`src/qadt_pkg.sv`:
```
// Package for the quote-aware delimiter tokenizer.
// Holds the input kind codes, register indexes, quote codes and the result beat type.
// No dependencies.
package qadt_pkg;

  typedef enum logic [1:0] {
    KIND_DATA  = 2'd0,
    KIND_FINAL = 2'd1,
    KIND_END   = 2'd2
  } kind_e;

  typedef enum logic [1:0] {
    REG_DELIM_BYTES  = 2'd0,
    REG_DELIM_LENGTH = 2'd1,
    REG_QUOTE_MODE   = 2'd2,
    REG_BASE_OFFSET  = 2'd3
  } reg_e;

  typedef enum logic [1:0] {
    QUOTE_NONE   = 2'd0,
    QUOTE_DOUBLE = 2'd1,
    QUOTE_SINGLE = 2'd2
  } quote_e;

  localparam logic [7:0] CharDquote = 8'h22;
  localparam logic [7:0] CharSquote = 8'h27;

  localparam logic [31:0] ResetDelimBytes  = 32'd44;
  localparam logic [2:0]  ResetDelimLength = 3'd1;
  localparam logic        ResetQuoteMode   = 1'b1;
  localparam logic [15:0] ResetBaseOffset  = 16'd0;

  // Fill and skip counts never exceed three, the widest delimiter minus one.
  localparam int unsigned CountW = 2;

  typedef struct packed {
    logic        overflow;
    logic        last_token;
    logic [15:0] token_length;
    logic [15:0] token_start;
  } result_t;

endpackage

```
`src/quote_aware_delimiter_tokenizer_core.sv`:
```
// Top level of the quote-aware delimiter tokenizer.
// Depends on qadt_pkg for codes, constants and the result beat type.
//
// Usage: a string enters one byte per beat on the s_axis channel. tuser carries the
// kind (data byte, final data byte, end of string without a byte) and tdata the byte.
// Each token leaves as one beat on m_axis with its start offset (plus base_offset)
// and length in tdata, tlast set on the final token of the string and tuser set once
// a position or length of the string has saturated.
// The configuration port writes one register per cycle; the values are latched at the
// first beat of each string, so a write takes effect with the next string.
// Throughput is one input beat per cycle while s_axis_tready is high. The delimiter
// compare over the window is parallel, so every byte is handled in the cycle it is
// accepted; a final byte that closes a token at a delimiter as well yields two result
// beats. Each result beat is registered in the output FIFO before it shows on m_axis.
// Results queue in a four-entry output FIFO; s_axis_tready stays high while two entries
// are free, so a stalled receiver holds the input back once fewer than two are free.
// Reset clears all string state, empties the FIFO and restores the register defaults
// (delimiter ",", length 1, quote mode on, base offset 0).
module quote_aware_delimiter_tokenizer_core #(
  parameter int unsigned MAX_DELIM_BYTES = 4,
  parameter int unsigned POSITION_BITS   = 16
) (
  input  logic        clk_i,
  input  logic        rst_ni,
  // Configuration write port.
  input  logic        cfg_we_i,
  input  logic [1:0]  cfg_index_i,
  input  logic [31:0] cfg_wdata_i,
  // Input stream.
  input  logic        s_axis_tvalid,
  output logic        s_axis_tready,
  input  logic [7:0]  s_axis_tdata,   // [7:0] data_byte
  input  logic [1:0]  s_axis_tuser,   // [1:0] kind
  // Result stream.
  output logic        m_axis_tvalid,
  input  logic        m_axis_tready,
  output logic [31:0] m_axis_tdata,   // [15:0] token_start, [31:16] token_length
  output logic        m_axis_tlast,   // last_token
  output logic        m_axis_tuser    // [0] overflow
);

  localparam int unsigned Cap      = (MAX_DELIM_BYTES < 4) ? MAX_DELIM_BYTES : 4;
  localparam int unsigned WinDepth = (Cap > 1) ? Cap - 1 : 1;
  localparam int unsigned WinBits  = WinDepth * 8;
  localparam int unsigned ExtBits  = Cap * 8 + 8;
  localparam int unsigned PosW     = POSITION_BITS;
  localparam int unsigned SumW     = ((PosW > 16) ? PosW : 16) + 1;
  localparam logic [SumW-1:0] PosMax = SumW'((64'd1 << PosW) - 64'd1);
  localparam logic [2:0] CapLen = 3'(Cap);

  // Returns {saturated, value} for the sum of two values below the saturation limit.
  function automatic logic [PosW:0] sat_add(input logic [SumW-1:0] a,
                                            input logic [SumW-1:0] b);
    logic [SumW-1:0] s;
    s = a + b;
    if (s > PosMax) begin
      return {1'b1, {PosW{1'b1}}};
    end
    return {1'b0, s[PosW-1:0]};
  endfunction

  // Configuration registers.
  logic [31:0] cfg_bytes_q;
  logic [2:0]  cfg_len_q;
  logic        cfg_qmode_q;
  logic [15:0] cfg_base_q;

  // Per-string latched configuration.
  logic        act_q, act_d;
  logic [31:0] lat_bytes_q, lat_bytes_d;
  logic [2:0]  lat_len_q, lat_len_d;
  logic        lat_qmode_q, lat_qmode_d;
  logic [15:0] lat_base_q, lat_base_d;

  // String state.
  logic [WinBits-1:0]        pend_q, pend_d;
  logic [qadt_pkg::CountW-1:0] fill_q, fill_d;
  logic [qadt_pkg::CountW-1:0] skip_q, skip_d;
  qadt_pkg::quote_e          qc_q, qc_d;
  logic                      ign_q, ign_d;
  logic [PosW-1:0]           start_q, start_d;
  logic [PosW-1:0]           len_q, len_d;
  logic                      ov_q, ov_d;

  // Output FIFO.
  qadt_pkg::result_t fifo_q [4];
  logic [1:0] head_q;
  logic [2:0] cnt_q;
  logic [1:0] tail;
  logic       pop;

  logic       accept;
  logic [1:0] n_res;
  qadt_pkg::result_t res0, res1;

  // Combinational working values.
  logic [2:0]  clamp_len, eff_len, fill_p1, rem, nskip, add_n;
  logic [31:0] eff_bytes;
  logic        eff_qmode;
  logic [15:0] eff_base;
  logic        do_step, do_finish, handle, match, quote_hit;
  logic [7:0]  b, c, wk;
  logic [ExtBits-1:0] pend_ext, pend_new;
  logic [PosW:0] s_emit, s_mid, s_next, s_len;

  assign accept        = s_axis_tvalid && s_axis_tready;
  assign s_axis_tready = (cnt_q <= 3'd2);
  assign b             = s_axis_tdata;

  always_comb begin
    clamp_len = cfg_len_q;
    if (cfg_len_q == 3'd0) begin
      clamp_len = 3'd1;
    end else if (cfg_len_q > CapLen) begin
      clamp_len = CapLen;
    end
  end

  assign eff_len   = act_q ? lat_len_q   : clamp_len;
  assign eff_bytes = act_q ? lat_bytes_q : cfg_bytes_q;
  assign eff_qmode = act_q ? lat_qmode_q : cfg_qmode_q;
  assign eff_base  = act_q ? lat_base_q  : cfg_base_q;

  assign pend_ext = ExtBits'(pend_q);

  always_comb begin
    act_d       = act_q;
    lat_bytes_d = lat_bytes_q;
    lat_len_d   = lat_len_q;
    lat_qmode_d = lat_qmode_q;
    lat_base_d  = lat_base_q;
    pend_d      = pend_q;
    fill_d      = fill_q;
    skip_d      = skip_q;
    qc_d        = qc_q;
    ign_d       = ign_q;
    start_d     = start_q;
    len_d       = len_q;
    ov_d        = ov_q;
    n_res       = 2'd0;
    res0        = '0;
    res1        = '0;
    do_step     = 1'b0;
    do_finish   = 1'b0;
    handle      = 1'b0;
    match       = 1'b0;
    quote_hit   = 1'b0;
    fill_p1     = 3'd0;
    rem         = 3'd0;
    nskip       = 3'd0;
    add_n       = 3'd0;
    c           = 8'd0;
    wk          = 8'd0;
    pend_new    = pend_ext;
    s_emit      = '0;
    s_mid       = '0;
    s_next      = '0;
    s_len       = '0;

    if (accept) begin
      case (s_axis_tuser)
        qadt_pkg::KIND_DATA: begin
          do_step = 1'b1;
        end
        qadt_pkg::KIND_FINAL: begin
          do_step   = 1'b1;
          do_finish = 1'b1;
        end
        qadt_pkg::KIND_END: begin
          do_finish = 1'b1;
        end
        default: begin
        end
      endcase
    end

    if ((do_step || do_finish) && !act_q) begin
      act_d       = 1'b1;
      lat_bytes_d = cfg_bytes_q;
      lat_len_d   = clamp_len;
      lat_qmode_d = cfg_qmode_q;
      lat_base_d  = cfg_base_q;
    end

    if (do_step) begin
      fill_p1 = {1'b0, fill_q} + 3'd1;
      handle  = (fill_p1 == eff_len);
      if (handle) begin
        // The window is full: the oldest byte is decided and leaves the window.
        c = (eff_len == 3'd1) ? b : pend_ext[7:0];
        for (int k = 0; k < Cap; k++) begin
          pend_new[8*k +: 8] = (3'(k + 2) == eff_len) ? b : pend_ext[8*(k+1) +: 8];
        end
        fill_d = qadt_pkg::CountW'(eff_len - 3'd1);
        if (skip_q != '0) begin
          skip_d = skip_q - qadt_pkg::CountW'(1);
        end else begin
          if (eff_qmode) begin
            if (qc_q == qadt_pkg::QUOTE_NONE) begin
              if (c == qadt_pkg::CharDquote) begin
                qc_d  = qadt_pkg::QUOTE_DOUBLE;
                ign_d = 1'b1;
              end else if (c == qadt_pkg::CharSquote) begin
                qc_d  = qadt_pkg::QUOTE_SINGLE;
                ign_d = 1'b1;
              end
            end else begin
              quote_hit = (qc_q == qadt_pkg::QUOTE_DOUBLE) ? (c == qadt_pkg::CharDquote)
                                                            : (c == qadt_pkg::CharSquote);
              if (quote_hit) begin
                ign_d = !ign_q;
              end
            end
          end
          match = !ign_d;
          for (int k = 0; k < Cap; k++) begin
            wk = (3'(k + 1) == eff_len) ? b : pend_ext[8*k +: 8];
            if ((3'(k) < eff_len) && (wk != eff_bytes[8*k +: 8])) begin
              match = 1'b0;
            end
          end
          if (match) begin
            s_emit = sat_add(SumW'(start_q), SumW'(eff_base));
            n_res  = 2'd1;
            res0.token_start  = 16'(s_emit[PosW-1:0]);
            res0.token_length = 16'(len_q);
            res0.last_token   = 1'b0;
            res0.overflow     = ov_q || s_emit[PosW];
            s_mid   = sat_add(SumW'(start_q), SumW'(len_q));
            s_next  = sat_add(SumW'(s_mid[PosW-1:0]), SumW'(eff_len));
            start_d = s_next[PosW-1:0];
            len_d   = '0;
            skip_d  = qadt_pkg::CountW'(eff_len - 3'd1);
            ov_d    = ov_q || s_emit[PosW] || s_mid[PosW] || s_next[PosW];
          end else begin
            s_len = sat_add(SumW'(len_q), SumW'(1'b1));
            len_d = s_len[PosW-1:0];
            ov_d  = ov_q || s_len[PosW];
          end
        end
      end else begin
        for (int k = 0; k < Cap; k++) begin
          if (3'(k) == {1'b0, fill_q}) begin
            pend_new[8*k +: 8] = b;
          end
        end
        fill_d = qadt_pkg::CountW'(fill_p1);
      end
      pend_d = pend_new[WinBits-1:0];
    end

    if (do_finish) begin
      // Tail bytes cannot start a delimiter: each one is skipped or added to the token.
      rem   = {1'b0, fill_d};
      nskip = ({1'b0, skip_d} < rem) ? {1'b0, skip_d} : rem;
      add_n = rem - nskip;
      s_len  = sat_add(SumW'(len_d), SumW'(add_n));
      s_emit = sat_add(SumW'(start_d), SumW'(eff_base));
      if (n_res == 2'd1) begin
        n_res = 2'd2;
        res1.token_start  = 16'(s_emit[PosW-1:0]);
        res1.token_length = 16'(s_len[PosW-1:0]);
        res1.last_token   = 1'b1;
        res1.overflow     = ov_d || s_len[PosW] || s_emit[PosW];
      end else begin
        n_res = 2'd1;
        res0.token_start  = 16'(s_emit[PosW-1:0]);
        res0.token_length = 16'(s_len[PosW-1:0]);
        res0.last_token   = 1'b1;
        res0.overflow     = ov_d || s_len[PosW] || s_emit[PosW];
      end
      act_d   = 1'b0;
      fill_d  = '0;
      skip_d  = '0;
      qc_d    = qadt_pkg::QUOTE_NONE;
      ign_d   = 1'b0;
      start_d = '0;
      len_d   = '0;
      ov_d    = 1'b0;
    end
  end

  assign tail = head_q + cnt_q[1:0];
  assign pop  = m_axis_tvalid && m_axis_tready;

  always_ff @(posedge clk_i or negedge rst_ni) begin
    if (!rst_ni) begin
      cfg_bytes_q <= qadt_pkg::ResetDelimBytes;
      cfg_len_q   <= qadt_pkg::ResetDelimLength;
      cfg_qmode_q <= qadt_pkg::ResetQuoteMode;
      cfg_base_q  <= qadt_pkg::ResetBaseOffset;
      act_q       <= 1'b0;
      lat_bytes_q <= qadt_pkg::ResetDelimBytes;
      lat_len_q   <= qadt_pkg::ResetDelimLength;
      lat_qmode_q <= qadt_pkg::ResetQuoteMode;
      lat_base_q  <= qadt_pkg::ResetBaseOffset;
      fill_q      <= '0;
      skip_q      <= '0;
      qc_q        <= qadt_pkg::QUOTE_NONE;
      ign_q       <= 1'b0;
      start_q     <= '0;
      len_q       <= '0;
      ov_q        <= 1'b0;
      head_q      <= 2'd0;
      cnt_q       <= 3'd0;
    end else begin
      if (cfg_we_i) begin
        case (cfg_index_i)
          qadt_pkg::REG_DELIM_BYTES:  cfg_bytes_q <= cfg_wdata_i;
          qadt_pkg::REG_DELIM_LENGTH: cfg_len_q   <= cfg_wdata_i[2:0];
          qadt_pkg::REG_QUOTE_MODE:   cfg_qmode_q <= cfg_wdata_i[0];
          qadt_pkg::REG_BASE_OFFSET:  cfg_base_q  <= cfg_wdata_i[15:0];
          default: begin
          end
        endcase
      end
      act_q       <= act_d;
      lat_bytes_q <= lat_bytes_d;
      lat_len_q   <= lat_len_d;
      lat_qmode_q <= lat_qmode_d;
      lat_base_q  <= lat_base_d;
      fill_q      <= fill_d;
      skip_q      <= skip_d;
      qc_q        <= qc_d;
      ign_q       <= ign_d;
      start_q     <= start_d;
      len_q       <= len_d;
      ov_q        <= ov_d;
      if (pop) begin
        head_q <= head_q + 2'd1;
      end
      cnt_q <= cnt_q + {1'b0, n_res} - {2'b00, pop};
    end
  end

  // Window bytes and FIFO entries are payload and need no reset.
  always_ff @(posedge clk_i) begin
    pend_q <= pend_d;
    if (n_res != 2'd0) begin
      fifo_q[tail] <= res0;
    end
    if (n_res == 2'd2) begin
      fifo_q[tail + 2'd1] <= res1;
    end
  end

  assign m_axis_tvalid = (cnt_q != 3'd0);
  assign m_axis_tdata  = {fifo_q[head_q].token_length, fifo_q[head_q].token_start};
  assign m_axis_tlast  = fifo_q[head_q].last_token;
  assign m_axis_tuser  = fifo_q[head_q].overflow;

endmodule
```
`config.mk`:
```
export PLATFORM = sky130hd
export DESIGN_NAME = quote_aware_delimiter_tokenizer_core
export DESIGN_NICKNAME = d
export VERILOG_FILES = /design/src/qadt_pkg.sv /design/src/quote_aware_delimiter_tokenizer_core.sv
export SDC_FILE = /design/constraint.sdc
export NUM_CORES = 1
export LEC_CHECK = 0
export BUFFER_PORTS_ARGS = -buffer_cell sky130_fd_sc_hd__buf_2
export CAP_MARGIN = 20
export CORE_MARGIN = 3
export CORE_UTILIZATION = 57
export DETAILED_ROUTE_END_ITERATION = 7
export HOLD_SLACK_MARGIN = 0.08
export PLACE_DENSITY = 0.75
export SETUP_SLACK_MARGIN = 0.3
export SLEW_MARGIN = 15
export SYNTH_ARGS = -nofsm -noshare
export SYNTH_HDL_FRONTEND = slang
export SYNTH_SLANG_ARGS = --single-unit
export TNS_END_PERCENT = 30
```
`constraint.sdc`:
```
create_clock -name clk_i -period 10 [get_ports clk_i]
set_input_delay 0.5 -clock clk_i [delete_from_list [all_inputs] [get_ports clk_i]]
set_output_delay 0.5 -clock clk_i [all_outputs]
set_load 0.02 [all_outputs]
```
Word level (Yosys, flattened, before mapping). Memory sizes are Yosys's and may differ from the RTL's. Cells that the tools add are included.

Input bits: 49. Word-level logic and storage cells: 263. Output and inout bits: 36. Memories: 1. RAM bits: 136. Register bits after elaboration: 174.

Muxes and demuxes: 145. $lt $le $gt $ge: 13. Reduce and logical (&&, ||, !) cells: 45. Add/subtract/negate cells: 15. Equal/unequal tests: 23.

Memory list: fifo_q (depth 4, bits a word 34, read ports 1, clocked after memory_dff 0, write ports 2, line quote_aware_delimiter_tokenizer_core.sv:86) `qadt_pkg::result_t fifo_q [4];`.

Operators with widths (number): 2-to-1 mux 17 bit (30); 2-to-1 mux 34 bit (8); 2-to-1 mux 16 bit (11); greater-than comparator 17 x 16 -> 1 bit, second input constant (6); 2-to-1 mux 1 bit (64); 2-to-1 mux 8 bit (8); adder 16 x 16 -> 17 bit (3); 2-to-1 mux 2 bit (19); adder 16 x 3 -> 17 bit (2); 2-to-1 mux 32 bit (1); inequality test 8 bit (4); 2-to-1 mux 24 bit (1); nonzero test 2 bit (10); adder 16 x 1 -> 17 bit, second input constant (1); equality test 8 x 6 -> 1 bit, second input constant (2); AND reduction 2 bit (7); 2-to-1 mux 3 bit (3); equality test 2 x 1 -> 1 bit, second input constant (4); equality test 2 bit, second input constant (4); logical NOT 2 bit (4); logical AND 1 bit (7); logical OR 1 bit (7); equality test 2 x 3 -> 1 bit, first input constant (2); < comparator 1 x 3 -> 1 bit, first input constant (2); 24 further kinds (31).

Depth between registers and ports, before layout. Gate-level depths: netlist of the first run.

Depth in word-level cells: 56. Depth in mapped cells: 36. Gate-level depth less buffers: 31.

Worst setup path after synthesis of the first run. Ideal clock, no wire load.

Path type: reg2reg. From: reg act_q. To: mem fifo_q[0][0] (netlist name) (enable). Setup time: 0.477 ns. Data required time: 9.523 ns. Cell stages (with the launch flop): 21. Period minus slack after synthesis: 7.103 ns. Setup slack: 2.897 ns. Data arrival time: 6.626 ns. Path through: dfrtp_1 -> buf_6 -> buf_6 -> buf_6 -> or3b_4 -> and2_1 -> inv_1 -> ha_1 -> clkbuf_1 -> inv_1 -> o21ai_0 -> a21oi_1 -> nor4b_1 -> and4_1 -> a31oi_4 -> nor3_4 -> buf_6 -> nand2_2 -> clkbuf_1 -> ha_1 -> o31ai_1.

RTL lines: from (decl) (line quote_aware_delimiter_tokenizer_core.sv:69) `logic act_q, act_d;`; from (signal assigned) (line quote_aware_delimiter_tokenizer_core.sv:317) `act_q <= act_d;`; to (decl) (line quote_aware_delimiter_tokenizer_core.sv:86).

==> qor.yml, run 1 <==
synth-warning-count: 0
gp_congestion: 0.928
area_growth_pct: 9.79
drv_slew: 0
setup_viol_count_final: 0
dieArea_mm2: 0.0381
grt_pass1_wl_um: 90300
vias: 16500
fmax_mhz: 118
slowest_delay_ns: 0.76
initial_core_util_pct: 58.5
post-place-ws_ns: 1.84
drtIter0Drc: 1813
critical_path_required_ns: 10.35
slowest_stage: "dfrtp_1"
first_pass_iters: 6
hold_buffers: 0
synth_top_flop_cell: "edfxtp_1"
place_inst: 2474
first_global_vias: 16200
hp-class: "in2async"
most-common-layout-cells: "179 x nand2_1, 173 x o21ai_0, 160 x edfxtp_1"
syn_inst: 2027
worstReg2RegEnd: "fifo_q[1][0]"
gr-total-overflow: 0
grt.met2_usage_pct: 50.8
synthArstFlopShare_pct: 48.4
fin_cells: 2542
fin_skew_ns: 0.0133
timing.rr.start: "len_q[2]"
cts_tree: "yes"
p_per_area_mw_per_mm2: 257
post_cts_buffers: 0
cts_made_buffers: 36
antenna_found_initial: 0
drive_above_1_share_pct: 20.0
wl_per_cell_um: 22.5
worstRegToRegCells: 28
synth-edff-count: 160
final_common_cell: "nand2_1"
cts.sinks: 310
insertion_delay_ns: 0.55
ys_seq_area_share_pct: 42.0
min_period_ns: 8.45
crit_type: "reg2reg"
p_leak_nw: 8.98
endpoint_kind: "flip-flop"
cts-resized-gates: 0
fin_setup_tns_ns: 0
syn-cell-area_mm2: 0.0204
critPathMaxFanout: 17
hold_viol: 0
synth_fp_nets: 2158
synth_top_cell_by_area: "edfxtp_1"
met1_usage_pct: 38.8
die_y_um: 195
die_x_um: 195
critPathMostFrequentCell: "o21ai_0"
path_delay_family: "compound AO/OA/AOI/OAI gates"
via_per_inst: 6.49
drc: 0
clk_pin_slew_worst_paths_ns: 0.06
ant_nets: 0
synth_area_per_cell_um2: 10.1
rows: 68
rsz0062_at_grt: "false"
slew-limit-headroom_pct: 22.5
irDropWorstVdd_uv: 297
rrSetupSlack_ns: 1.55
cp-start-kind: "flip-flop"
grt_busiest_layer: "met2"
num_antenna_cells: 0
htreeDepth: 2
drv_cap: 0
dp_hpwl_um: 39900
netlist.area_leader.share_pct: 23.5
outcome: "finished clean"
grt_use_total_pct: 29.8
core_area_mm2: 0.0349
synth_cell_type_count: 95
clock-root-buffer: "clkbuf_16"
cts_buffer_depth: 3
fin_util_pct: 64.3
num_io_pins: 85
crit_buf_inv: 3
io_buffers: 84
wirelength_um: 57200
critPathArrivalTime_ns: 8.80
use_met3_pct: 4.18
fill_cells: 2800
holdWs_ns: 0.0375
synth-seq-cells: 310
num-nets-final: 2190
worst_pin_slew_ns: 1.16
grt_max_degree: 108
layout_setup_ws_ns: 1.55
fin_crit_sh_pct: 84.5
synth_area_leaders: "edfxtp_1 24%, dfrtp_1 17%, mux2_2 8.4%, ha_1 4.7%, o21ai_0 4.2%"
[sequential cells by signal (all words and copies together), names as in the netlist, 2 cells and up]
register,flops
skip_q,2
fill_q,2
start_q,16
lat_len_q,3
cfg_bytes_q,32
cfg_base_q,16
head_q,2
len_q,16
cnt_q,3
pend_q,24
cfg_len_q,3
qc_q,2
lat_base_q,16
lat_bytes_q,32
fifo_q,136
[final cells by class]
type / instances / area [um^2] / area share (%)
Multi-Input combinational cell: 1543 / 11200 / 49.8
Sequential cell: 310 / 8570 / 38.2
Clock buffer: 47 / 973 / 4.34
Timing Repair Buffer: 116 / 704 / 3.14
Tap cell: 455 / 569 / 2.54
Clock inverter: 19 / 241 / 1.08
Inverter: 52 / 195 / 0.871
[layer usage]
layer	vias up	share of wire (%)	wire [um]
li1	7600	-	-
met1	8008	41	23200
met2	751	49	27900
met3	142	6.9	3960
met4	0	3.7	2090
met5	-	0	0
[report_power, final]
group / switching (mW) / internal (mW) / total, mW
combinational: 1.51 / 1.05 / 2.56
sequential: 0.190 / 1.64 / 1.83
clock: 0.536 / 0.822 / 1.36
total: 2.24 / 3.51 / 5.75
[how the worst max path moves through the flow]
stage,start,to,slack [ns],depth (start not counted)
5_1_grt,len_q[2],fifo_q[0][0],0.93,28
4_1_cts,len_q[2],fifo_q[1][0],1.73,28
2_1_floorplan,act_q,fifo_q[0][0],2.90,20
3_3_place_gp,len_q[2],fifo_q[2][8],2.06,28
3_5_place_dp,len_q[2],fifo_q[1][0],1.84,28
6_report,len_q[2],fifo_q[1][0],1.55,28
[synth_stat cells (11+ instances only)]
| cell | count |
|---|---|
| nand2_1 | 180 |
| o21ai_0 | 173 |
| edfxtp_1 | 160 |
| mux2_2 | 152 |
| nor2_1 | 149 |
| dfrtp_1 | 140 |
| a21oi_1 | 116 |
| clkbuf_1 | 95 |
| ha_1 | 76 |
| nand3_1 | 71 |
| inv_1 | 49 |
| and2_1 | 47 |
| xnor2_1 | 40 |
| mux4_2 | 34 |
| xor2_1 | 33 |
| o21ai_1 | 32 |
| and3_1 | 31 |
| mux2i_1 | 31 |
| nor3_1 | 29 |
| o21a_1 | 25 |
| o31ai_1 | 23 |
| a21o_1 | 20 |
| o211ai_1 | 20 |
| o22ai_1 | 20 |
| nand4_1 | 17 |
| a211oi_1 | 15 |
| buf_2 | 15 |
| or3_1 | 14 |
| nand2b_1 | 13 |
| a31oi_1 | 11 |
| nor2b_1 | 11 |
| nor4_1 | 11 |
| nor4b_1 | 11 |
[cells by family (layout without fill, tap and decap cells)]
kind of cell | after synthesis | after routing | share of synthesized area (%)
buffers and inverters | 174 | 234 | 3.64
DFF | 310 | 310 | 42.0
and+or+nand+nor | 637 | 637 | 15.8
muxes | 217 | 217 | 13.7
AOI/OAI and AO/OA | 534 | 534 | 16.5
xor gates and xnor gates | 73 | 73 | 3.13
adders and majority gates | 82 | 82 | 5.25
[metrics by stage]
stage	power (mW)	instance area [um^2]
floorplan	3.67	20400
global placement	4.30	21100
detailed placement	4.38	21200
CTS	5.76	22400
global route	6.08	22400
finish	5.75	22400
No activity file was read; power rests on OpenSTA's default activity.
==> run 2: changes to the inputs <==
- clock period: 10 -> 8.2 ns (I/O delays scaled with it)
==> run 2 against run 1 <==
- global-route usage shrank 0.69 points
- via count grew 0.75%
- worst hold slack gained 0.063 ns
- worst setup slack lost 0.81 ns
- combinational power rose by 23%
- largest cell class unchanged
- highest routed layer unchanged
==> qor.yml, run 2 (same netlist as run 1, synthesis figures left out) <==
dp_hpwl_um: 39600
core_area_mm2: 0.0349
irDropWorstVdd_uv: 530
final_common_cell: "nand2_1"
setup_viol_count_final: 0
wl_per_cell_um: 22.1
seq_area_mm2: 0.00857
grt_max_degree: 97
slew-limit-headroom_pct: 28.5
slowest_stage: "dfrtp_2"
timing.rr.start: "act_q"
holdWs_ns: 0.100
power_mw: 7.11
cp-start-kind: "flip-flop"
wirelength_um: 56400
outcome: "finished clean"
rows: 68
cts_tree: "yes"
hp-class: "in2reg"
worstHoldStart: "cfg_wdata_i[18]"
cts_buffer_depth: 3
slowest_delay_ns: 0.63
p_leak_nw: 9.07
grt_pass1_wl_um: 88700
fin_skew_ns: 0.0133
drive_above_1_share_pct: 21.1
drtIter0Drc: 1698
ant_nets: 0
fill_cells: 2760
antenna_found_initial: 1
largest-register: "fifo_q"
endpoint_kind: "flip-flop"
largest_reg_flops: 136
most-common-layout-cells: "179 x nand2_1, 173 x o21ai_0, 160 x edfxtp_1"
fin_crit_sh_pct: 91.0
hold_viol: 0
drv_slew: 0
area_growth_pct: 10.9
holdPathEnd: "cfg_bytes_q[18]"
first_global_vias: 16200
num_io_pins: 85
fin_cells: 2555
first_pass_iters: 5
num_antenna_cells: 0
critPathMaxFanout: 23
cts_made_buffers: 36
die_y_um: 195
rrSetupSlack_ns: 0.74
clock-root-buffer: "clkbuf_16"
grt_use_total_pct: 29.1
fin_util_pct: 64.9
hold_depth: 2
worstReg2RegEnd: "fifo_q[3][22]"
rsz0062_at_grt: "false"
gr-total-overflow: 0
crit_type: "reg2reg"
dieArea_mm2: 0.0381
clk_pin_slew_worst_paths_ns: 0.06
fin_setup_tns_ns: 0
drv_cap: 0
via_per_inst: 6.51
gp_congestion: 0.963
worst_pin_slew_ns: 1.07
place_inst: 2485
initial_core_util_pct: 58.5
largestRegisters: "fifo_q x136, cfg_bytes_q x32, lat_bytes_q x32"
io_buffers: 84
min_period_ns: 7.46
die_x_um: 195
critical_path_required_ns: 8.47
p_per_area_mw_per_mm2: 314
htreeDepth: 2
vias: 16600
critPathArrivalTime_ns: 7.73
fmax_mhz: 134
drc: 0
num-nets-final: 2203
multi_input_area_mm2: 0.0112
cts.sinks: 310
worstRegToRegCells: 28
insertion_delay_ns: 0.54
## run 2: layout make-up
cell class                      count  area share (%)
Tap cell                          455            2.52
Inverter                           52           0.862
Sequential cell                   310            37.9
Clock inverter                     17            1.16
Multi-Input combinational cell   1543            49.5
Timing Repair Buffer              129            3.55
Clock buffer                       49            4.52
## run 2: worst max-delay path by stage
stage	cells past startpoint	startpoint	slack [ns]	end
6_report	28	act_q	0.74	fifo_q[3][22]
5_1_grt	28	act_q	0.34	fifo_q[2][23]
4_1_cts	31	len_q[0]	0.62	fifo_q[3][14]
3_5_place_dp	31	len_q[0]	0.68	fifo_q[0][14]
3_3_place_gp	28	act_q	0.98	fifo_q[0][20]
2_1_floorplan	20	act_q	1.10	fifo_q[0][0]
## run 2: metrics by stage
stage | setup WS, ns | area (um^2)
after floorplan | 1.10 | 20400
after global placement | 0.982 | 21200
after detailed placement | 0.677 | 21300
after CTS | 0.615 | 22600
after global routing | 0.339 | 22600
final | 0.741 | 22600
## run 2: critical path: cells and delay by family, from the launching register on
kind                       cells  cell delay [ns]
AOI/OAI and AO/OA             12             2.56
adders and majority gates      5             1.57
buffers and inverters          3             0.45
DFF                            1             0.63
and+or+nand+nor                8             1.98
## run 2: where the power goes
group | total (mW) | switching (mW) | internal [mW]
Clock | 1.73 | 0.658 | 1.07
Sequential | 2.21 | 0.209 | 2.01
Combinational | 3.16 | 1.88 | 1.28
Total | 7.11 | 2.75 | 4.36
## run 2: per-layer routing
layer	vias up	track usage [%]	wire, um
met3	159	4.38	4330
met2	796	48.8	27300
met5	-	0	0
met4	0	12.2	2190
li1	7631	-	-
met1	8039	38.1	22600
## run 2: what timing repair did
item	CTS	global route
endpoints found under the setup margin	0	65
setup buffers	0	2
hold buffers	1	0
hold endpoints to repair	91	0
resized for setup	0	12
